[src/hdl/assert_macros.svh]
// ----------------------------------------------------------------------------
// assert_macros.svh
// Shared assertion shorthands, clocked on i_clk and gated by i_rst_n.
// ----------------------------------------------------------------------------
`ifndef ASSERT_MACROS_SVH
`define ASSERT_MACROS_SVH

// same-cycle implication
`define ASSERT_IMP(lbl, ante, cons) \
    lbl: assert property (@(posedge i_clk) disable iff (!i_rst_n) (ante) |-> (cons)) \
        else $error("same-cycle implication failed");

// next-cycle implication
`define ASSERT_NEXT(lbl, ante, cons) \
    lbl: assert property (@(posedge i_clk) disable iff (!i_rst_n) (ante) |=> (cons)) \
        else $error("next-cycle implication failed");

`endif

[src/hdl/fcp_pkg.sv]
// ----------------------------------------------------------------------------
// fcp_pkg
// Types and constants shared by the chunk pool free-list modules.
// ----------------------------------------------------------------------------
`default_nettype none

package fcp_pkg;

    localparam int ADDR_W  = 32;
    localparam int LEN_W   = 32;
    localparam int CHUNK_W = 21;
    localparam int ALIGN_W = 4;
    localparam int FC_W    = 11;
    localparam int CFG_IDX_W = 2;

    // largest usable alignment exponent
    localparam logic [ALIGN_W-1:0] ALIGN_MAX_LG = 4'd12;

    // item operations
    typedef enum logic [1:0] {
        OP_ALLOC   = 2'd0,
        OP_FREE    = 2'd1,
        OP_REBUILD = 2'd2,
        OP_NONE    = 2'd3
    } t_op;

    // result status codes
    typedef enum logic [2:0] {
        ST_OK     = 3'd0,
        ST_EMPTY  = 3'd1,
        ST_BOUNDS = 3'd2,
        ST_FULL   = 3'd3,
        ST_BADCFG = 3'd4
    } t_status;

    // configuration register indexes
    typedef enum logic [CFG_IDX_W-1:0] {
        CFG_BASE   = 2'd0,
        CFG_BUFLEN = 2'd1,
        CFG_CHUNK  = 2'd2,
        CFG_ALIGN  = 2'd3
    } t_cfg_idx;

    // rebuild unit to controller
    typedef struct packed {
        logic wr_en;
        logic done;
        logic bad;
    } t_rb_ctrl;

endpackage

`default_nettype wire

[src/hdl/fcp_rebuild.sv]
// ----------------------------------------------------------------------------
// fcp_rebuild
// Pool rebuild sequencer: aligns, checks and trims the region, then, if the
// layout is good, pushes one chunk address per cycle into the free list.
// ----------------------------------------------------------------------------
`default_nettype none

module fcp_rebuild import fcp_pkg::*; #(
    parameter int MAX_CHUNKS = 1024,
    parameter int CNT_W      = 11,
    parameter int IDX_W      = 10
) (
    input  wire logic               i_clk,
    input  wire logic               i_rst_n,
    input  wire logic               i_start,
    input  wire logic [ADDR_W-1:0]  i_base,
    input  wire logic [LEN_W-1:0]   i_buf_len,
    input  wire logic [CHUNK_W-1:0] i_chunk_bytes,
    input  wire logic [ALIGN_W-1:0] i_align_lg,
    output t_rb_ctrl                o_ctrl,
    output logic      [IDX_W-1:0]   o_wr_idx,
    output logic      [ADDR_W-1:0]  o_wr_data,
    output logic      [CNT_W-1:0]   o_count,
    output logic      [ADDR_W-1:0]  o_region_start,
    output logic      [LEN_W-1:0]   o_region_len
);

    typedef enum logic [2:0] {
        RB_IDLE,
        RB_ALIGN,
        RB_CHECK,
        RB_TRIM,
        RB_FILL
    } t_rb_state;

    t_rb_state           r_state;
    logic                r_done;
    logic                r_bad;
    logic                r_bad_chk;
    logic [ADDR_W:0]     r_start;     // aligned base, carry in top bit
    logic [CHUNK_W:0]    r_chunk;     // aligned chunk size
    logic [12:0]         r_pad;
    logic [ADDR_W:0]     r_lim;       // room left below 2^32
    logic [ADDR_W:0]     r_off;
    logic [ADDR_W:0]     r_end;
    logic [CNT_W-1:0]    r_cnt;
    logic [ADDR_W-1:0]   r_region_start;
    logic [LEN_W-1:0]    r_region_len;

    logic [ALIGN_W-1:0]  w_lg;
    logic [12:0]         w_mask;
    logic [ADDR_W:0]     w_start;
    logic [CHUNK_W:0]    w_chunk;
    logic [ADDR_W:0]     w_pad;
    logic [LEN_W-1:0]    w_len0;
    logic [LEN_W-1:0]    w_len;
    logic                w_short;
    logic                w_push;

    // alignment of base and chunk size
    always_comb begin
        w_lg    = (i_align_lg > ALIGN_MAX_LG) ? ALIGN_MAX_LG : i_align_lg;
        w_mask  = (13'd1 << w_lg) - 13'd1;
        w_start = ({1'b0, i_base} + {20'd0, w_mask}) & ~{20'd0, w_mask};
        w_chunk = ({1'b0, i_chunk_bytes} + {9'd0, w_mask}) & ~{9'd0, w_mask};
    end

    // padding and trimmed length
    always_comb begin
        w_pad   = r_start - {1'b0, i_base};
        w_len0  = i_buf_len - {19'd0, r_pad};
        w_len   = ({1'b0, w_len0} > r_lim) ? r_lim[LEN_W-1:0] : w_len0;
        w_short = (w_len <= {10'd0, r_chunk});
    end

    // next chunk fits and the list has room
    assign w_push = (r_end <= {1'b0, r_region_len}) && (r_cnt < CNT_W'(MAX_CHUNKS));

    // sequencer
    always_ff @(posedge i_clk) begin
        if (!i_rst_n) begin
            r_state        <= RB_IDLE;
            r_done         <= 1'b0;
            r_bad          <= 1'b0;
            r_cnt          <= '0;
            r_region_start <= '0;
            r_region_len   <= '0;
            r_chunk        <= '0;
        end else begin
            r_done <= 1'b0;
            case (r_state)
                RB_IDLE: begin
                    if (i_start) begin
                        r_state <= RB_ALIGN;
                    end
                end
                RB_ALIGN: begin
                    r_start <= w_start;
                    r_chunk <= w_chunk;
                    r_cnt   <= '0;
                    r_state <= RB_CHECK;
                end
                RB_CHECK: begin
                    r_pad     <= w_pad[12:0];
                    r_lim     <= {1'b1, {ADDR_W{1'b0}}} - r_start;
                    r_bad_chk <= r_start[ADDR_W] || ({19'd0, w_pad[12:0]} > i_buf_len)
                                 || (r_chunk == '0);
                    r_state   <= RB_TRIM;
                end
                RB_TRIM: begin
                    r_region_start <= r_start[ADDR_W-1:0];
                    r_off          <= '0;
                    r_end          <= {11'd0, r_chunk};
                    if (r_bad_chk || w_short) begin
                        r_region_len <= '0;
                        r_bad        <= 1'b1;
                        r_done       <= 1'b1;
                        r_state      <= RB_IDLE;
                    end else begin
                        r_region_len <= w_len;
                        r_bad        <= 1'b0;
                        r_state      <= RB_FILL;
                    end
                end
                RB_FILL: begin
                    if (w_push) begin
                        r_cnt <= r_cnt + CNT_W'(1);
                        r_off <= r_off + {11'd0, r_chunk};
                        r_end <= r_end + {11'd0, r_chunk};
                    end else begin
                        r_done  <= 1'b1;
                        r_state <= RB_IDLE;
                    end
                end
                default: begin
                    r_state <= RB_IDLE;
                end
            endcase
        end
    end

    assign o_ctrl.wr_en   = (r_state == RB_FILL) && w_push;
    assign o_ctrl.done    = r_done;
    assign o_ctrl.bad     = r_bad;
    assign o_wr_idx       = r_cnt[IDX_W-1:0];
    assign o_wr_data      = r_region_start + r_off[ADDR_W-1:0];
    assign o_count        = r_cnt;
    assign o_region_start = r_region_start;
    assign o_region_len   = r_region_len;

endmodule

`default_nettype wire

[config.mk]
export PLATFORM = sky130hd
export DESIGN_NAME = fcp_rebuild
export DESIGN_NICKNAME = d
export VERILOG_FILES = /design/src/hdl/assert_macros.svh /design/src/hdl/fcp_pkg.sv /design/src/hdl/fcp_rebuild.sv
export SDC_FILE = /design/constraint.sdc
export NUM_CORES = 1
export LEC_CHECK = 0
export BUFFER_PORTS_ARGS = -buffer_cell sky130_fd_sc_hd__buf_2
export CAP_MARGIN = 20
export CORE_MARGIN = 8
export CORE_UTILIZATION = 45
export DETAILED_ROUTE_END_ITERATION = 10
export SYNTH_ARGS = -nofsm -noshare
export SYNTH_HDL_FRONTEND = slang
export SYNTH_SLANG_ARGS = --single-unit
export TNS_END_PERCENT = 10
[constraint.sdc]
create_clock -name i_clk -period 23.7 [get_ports i_clk]
set_clock_uncertainty 0.2 [all_clocks]
set_input_delay 3.555 -clock i_clk [delete_from_list [all_inputs] [get_ports i_clk]]
set_output_delay 3.555 -clock i_clk [all_outputs]
set_load 0.1 [all_outputs]
# Yosys cells after proc, flatten, opt, wreduce, memory -nomap -nowiden
# Cells that the tools add are included.
[word_totals]
word_cells = 71
out_inout_bits = 120
reg_bits = 248
[op_classes]
n_mux = 16
bitwise = 4
n_shift = 1
eq_ne = 7
reduce_logical = 14
add_sub_neg = 10
order_cmp = 6
[op_table]
columns = ["op", "count"]
rows = [
  ["case mux 33 bit (2 select lines)", 2],
  ["adder 33 x 22 -> 33 bit", 2],
  ["2-to-1 mux 33 bit", 2],
  ["2-to-1 mux 32 bit", 2],
  ["adder 32 x 13 -> 33 bit", 1],
  ["AND 33 bit", 1],
  ["greater-than comparator 32 x 33 -> 1 bit", 1],
  ["<= comparator 33 x 32 -> 1 bit", 1],
  ["NOT 13 -> 33 bit", 1],
  ["subtractor 33 bit (first input constant)", 1],
  ["adder 32 bit", 1],
  ["greater-than comparator 13 x 32 -> 1 bit", 1],
  ["<= comparator 32 x 22 -> 1 bit", 1],
  ["subtractor 32 x 13 -> 32 bit", 1],
  ["adder 21 x 13 -> 22 bit", 1],
  ["AND 22 bit", 1],
  ["logical NOT 22 bit", 1],
  ["NOT 13 -> 22 bit", 1],
  ["case mux 11 bit (2 select lines)", 1],
  ["case mux 3 bit (5 select lines)", 1],
  ["<< shifter 1 x 4 -> 13 bit (first input constant)", 1],
  ["subtractor 13 x 1 -> 13 bit (second input constant)", 1],
  ["subtractor 13 bit", 1],
  ["adder 11 x 1 -> 11 bit (second input constant)", 1],
  ["17 further kinds", 30],
]

# Depth between registers and ports, before layout
[depth]
ltp_word = 7
depth_mapped = 35
depth_no_buf = 32

# Least setup slack after synthesis
# Ideal clock, no wire load.
[synth_timing]
path_kind = "input-to-reg"
start = "input port i_buf_len[0]"
end = "register r_region_len[15] (netlist: o_region_len[15])"
cell_stages = 32
slack_ns = 13.666
required_time_ns = 23.373
arrival_time_ns = 9.707
path_buffers = 3
setup_time_ns = 0.127
path_cell_list = "inv_1 > ha_1 > inv_1 > fa_1 > a21oi_1 > o211ai_1 > a31oi_1 > nor2_1 > or4b_1 > xnor2_1 > ha_1 > nand4b_1 > nor4_1 > nand2_1 > or3_1 > nand2_1 > clkbuf_1 > clkbuf_1 > a21oi_1 > inv_1 > ha_1 > a21o_1 > a21o_1 > a21oi_1 > o22a_1 > o311ai_1 > a221o_1 > o31ai_1 > o21ai_1 > o21bai_1 > clkbuf_1 > o31ai_1"
[synth_between]
elab_chain_cells = 6
[synth_lines]
columns = ["element", "line_no", "source"]
rows = [
  ["from (decl)", "fcp_rebuild.sv:17", "input wire logic [LEN_W-1:0] i_buf_len,"],
  ["subtractor 32 x 13 -> 32 bit *", "fcp_rebuild.sv:71", "w_len0 = i_buf_len - {19'd0, r_pad};"],
  ["greater-than comparator 32 x 33 -> 1 bit", "fcp_rebuild.sv:72", "w_len = ({1'b0, w_len0} > r_lim) ? r_lim[LEN_W-1:0] : w_len0;"],
  ["2-to-1 mux 32 bit *", "fcp_rebuild.sv:72", ""],
  ["<= comparator 32 x 22 -> 1 bit", "fcp_rebuild.sv:73", "w_short = (w_len <= {10'd0, r_chunk});"],
  ["logical OR 1 bit", "fcp_rebuild.sv:114", "if (r_bad_chk || w_short) begin"],
  ["2-to-1 mux 32 bit *", "fcp_rebuild.sv:114", ""],
  ["to (signal assigned)", "fcp_rebuild.sv:120", "r_region_len <= w_len;"],
  ["to (decl)", "fcp_rebuild.sv:48", "logic [LEN_W-1:0] r_region_len;"],
]
# Mark *: on every way between the ends. The rest lies on a longest branch, timed or not.
# A chain may end at the register's enable or synchronous reset.

# Worst setup path after layout
[layout_timing]
start = "input port i_buf_len[0]"
end = "register r_region_len[16] (netlist: o_region_len[16])"
# The elaborated chain is that of the path after synthesis.

==> impl_metrics.py <==
metrics = {
    "placement": {
        "pre_cts_ws_ns": 12.28,
        "place.gp.congestion": 0.9360,
        "numPortBuffers": 211,
        "dpl.hpwl_mm": 51.66,
    },
    "global_routing": {
        "grt_pass1_vias": 16485,
        "grt_pass1_wl_mm": 97.78,
        "grt_max_degree": 79,
        "grt-ovfl-total": 0,
        "grt_usage_pct": 25.33,
        "antenna_found_initial": 0,
    },
    "routing": {
        "wl_per_cell_um": 21.67,
        "dr.pass1.iters": 5,
        "viasPerCell": 5.675,
        "drt_drc_violations_left": 0,
        "wl_mm": 64.14,
        "ant_nets": 0,
        "vias": 16799,
        "drt_iter0_markers": 1394,
    },
    "sta": {
        "worstMarginPinSlew_ns": 1.037,
        "layout_setup_ws_ns": 12.81,
        "min_period_over_period_pct": 45.96,
        "finalHoldViolations": 0,
        "finalSetupViolCount": 0,
        "slew_headroom_pct": 30.09,
        "fmax_mhz": 91.80,
        "rsz0062_at_grt": "false",
        "layout_min_cycle_time_ns": 10.89,
        "slew_violations": 0,
        "fin_setup_tns_ns": 0,
    },
    "synth": {
        "synth-seq-area-share_pct": 33.68,
        "synth_edf_count": 145,
        "syn_inst": 2202,
        "yosys_warnings": 0,
        "synthFlopType": "edfxtp_1",
        "synth_area_per_cell_sq_um": 8.623,
        "netlist_area_sq_um": 18990,
        "synthArstFlopShare_pct": 0,
        "yosysUniqueCellTypes": 82,
        "ys_seq_elements": 247,
    },
    "die": {
        "die_w_um": 221.4,
        "coreArea_sq_um": 41760,
        "ios": 212,
        "initial_utilization_pct": 45.47,
        "rows": 75,
        "die_h_um": 221.4,
        "die_area_sq_um": 49020,
    },
    "pwr": {
        "ir_worst_vdd_mv": 0.05395,
        "leakage_nw": 9.376,
        "p_per_area_nw_per_um2": 58.02,
    },
    "critical_path": {
        "required_ns": 23.95,
        "cpMaxStageDelayCell": "o21bai_1",
        "critPathKind": "in -> reg",
        "critPathArrivalTime_ns": 11.14,
        "critPathCaptureType": "register",
        "crit_path_start_kind": "input pin",
        "cp_max_fo": 27,
        "slowest_delay_ns": 0.65,
    },
    "clock_network": {
        "cts_num_sinks": 247,
        "root_buffer": "clkbuf_16",
        "hold_buffers": 0,
        "path_clk_slew_ns": 0.06,
        "clock_latency_ns": 0.58,
        "clk_path_buf_depth": 3,
        "tritoncts": "yes",
        "cts.repair.resized": 0,
        "cts_setup_buffers": 0,
        "cts_buffers": 31,
        "htreeDepth": 1,
    },
    "layout": {
        "fin_nets": 2722,
        "syn_to_final_growth_pct": 13.63,
        "diodes": 0,
        "drive_above_1_share_pct": 12.43,
    },
    "min_path": {
        "hp-class": "reg -> reg",
    },
    "run": {
        "cap_violations": 0,
    },
    "run_status": {
        "outcome": "finished clean",
    },
}
critical path, delay by kind of cell:
kind | cells | cell delay (ns)
buffers and inverters | 6 | 0.99
AOI/OAI and AO/OA | 14 | 3.03
adders and majority gates | 4 | 1.15
xor gates and xnor gates | 1 | 0.19
and+or+nand+nor | 8 | 2.22
power by group:
part / internal, W / switching (W)
Combinational: 0.000100 / 0.000195
Clock: 0.000273 / 0.000198
Sequential: 0.000469 / 0.0000172
cell usage after synthesis, types with 9 or more instances:
cell | count | area share (%)
nand2_1 | 227 | 4.5
ha_1 | 226 | 15
inv_1 | 186 | 3.7
nor2_1 | 186 | 3.7
a21oi_1 | 184 | 4.8
edfxtp_1 | 145 | 23
xnor2_1 | 106 | 4.9
dfxtp_1 | 102 | 11
o21ai_0 | 85 | 2.2
xor2_1 | 84 | 3.9
a21o_1 | 81 | 3.2
nor3_1 | 59 | 1.6
clkbuf_1 | 52 | 1.0
o21ai_1 | 52 | 1.4
nand4_1 | 33 | 1.1
nand3_1 | 27 | 0.71
nand2b_1 | 25 | 0.82
nor4_1 | 25 | 0.82
or3_1 | 24 | 0.79
nor2b_1 | 23 | 0.76
and3_1 | 17 | 0.56
o21a_1 | 16 | 0.63
a211oi_1 | 15 | 0.59
nor3b_1 | 15 | 0.59
o21bai_1 | 13 | 0.51
o31ai_1 | 13 | 0.51
buf_4 | 12 | 0.47
a31oi_1 | 11 | 0.36
o22ai_1 | 9 | 0.30
area by class of cell:
class | instances | area, sq um
well taps | 539 | 674.4
repair buffers | 226 | 1169
multi-input cells | 1702 | 11630
flip-flops and latches | 247 | 6396
clock inverters | 17 | 115.1
fillers | 3933 | 20180
clock buffers | 40 | 883.3
inverters | 189 | 709.4
per-layer routing:
| metal | up-vias | routed length [um] | share of wire (%) | global-route usage [%] |
|---|---|---|---|---|
| li1 | 8257 | - | - | - |
| met1 | 7896 | 28690 | 45 | 33.41 |
| met4 | 0 | 2100 | 3.3 | 7.548 |
| met5 | - | 0 | 0 | 0 |
| met3 | 106 | 4608 | 7.2 | 4.920 |
| met2 | 540 | 28740 | 45 | 41.69 |
flip-flops by register name, summed over array words and instances (netlist names), 3 cells and up:
register / count
r_pad: 13
o_count: 11
r_chunk: 22
r_start: 33
r_end: 33
o_region_len: 32
r_lim: 33
o_region_start: 32
r_state: 3
r_off: 32
kinds of logic (layout without fill, tap and decap cells):
family,after synthesis,in the layout,share of synthesized area [%]
buffers and inverters,254,472,5.258
muxes,4,4,0.2306
and+or+nand+nor,707,707,17.72
AOI/OAI and AO/OA,566,566,18.69
adders and majority gates,233,233,15.63
DFF,247,247,33.68
xor gates and xnor gates,190,190,8.764
other,1,2,0.01975
stage by stage:
stage	power [W]	hold slack (ns)	instances	utilization [%]	cell area [sq um]
after floorplan	0.0006990	0.2685	2203	-	18990
after global placement	0.0007834	0.2635	2903	49.28	20580
after detailed placement	0.0007873	0.2679	2903	49.28	20580
after CTS	0.001257	0.2758	2960	51.67	21580
after global routing	0.001304	0.2993	2960	51.67	21580
final	0.001252	0.2825	2960	51.67	21580
cell usage in the layout (no fill, tap or decap), types with 59 or more instances in the layout:
| cell | instances |
|---|---|
| nor3_1 | 59 |
| a21oi_1 | 183 |
| edfxtp_1 | 145 |
| ha_1 | 226 |
| buf_2 | 211 |
| xnor2_1 | 106 |
| nand2_1 | 226 |
| dfxtp_1 | 102 |
| o21ai_0 | 85 |
| inv_1 | 185 |
| xor2_1 | 84 |
| nor2_1 | 186 |
| a21o_1 | 81 |
final timing paths:
path                            cells past startpoint                to              from  slack [ns]
worst min register to register                      2  o_region_len[10]  o_region_len[10]        0.28
worst max register to register                     31  o_region_len[16]          r_pad[0]       15.59
worst max-delay path                               33  o_region_len[16]      i_buf_len[0]       12.81
worst min-delay path                                2  o_region_len[10]  o_region_len[10]        0.28
Power figures use the tool's default switching activity.
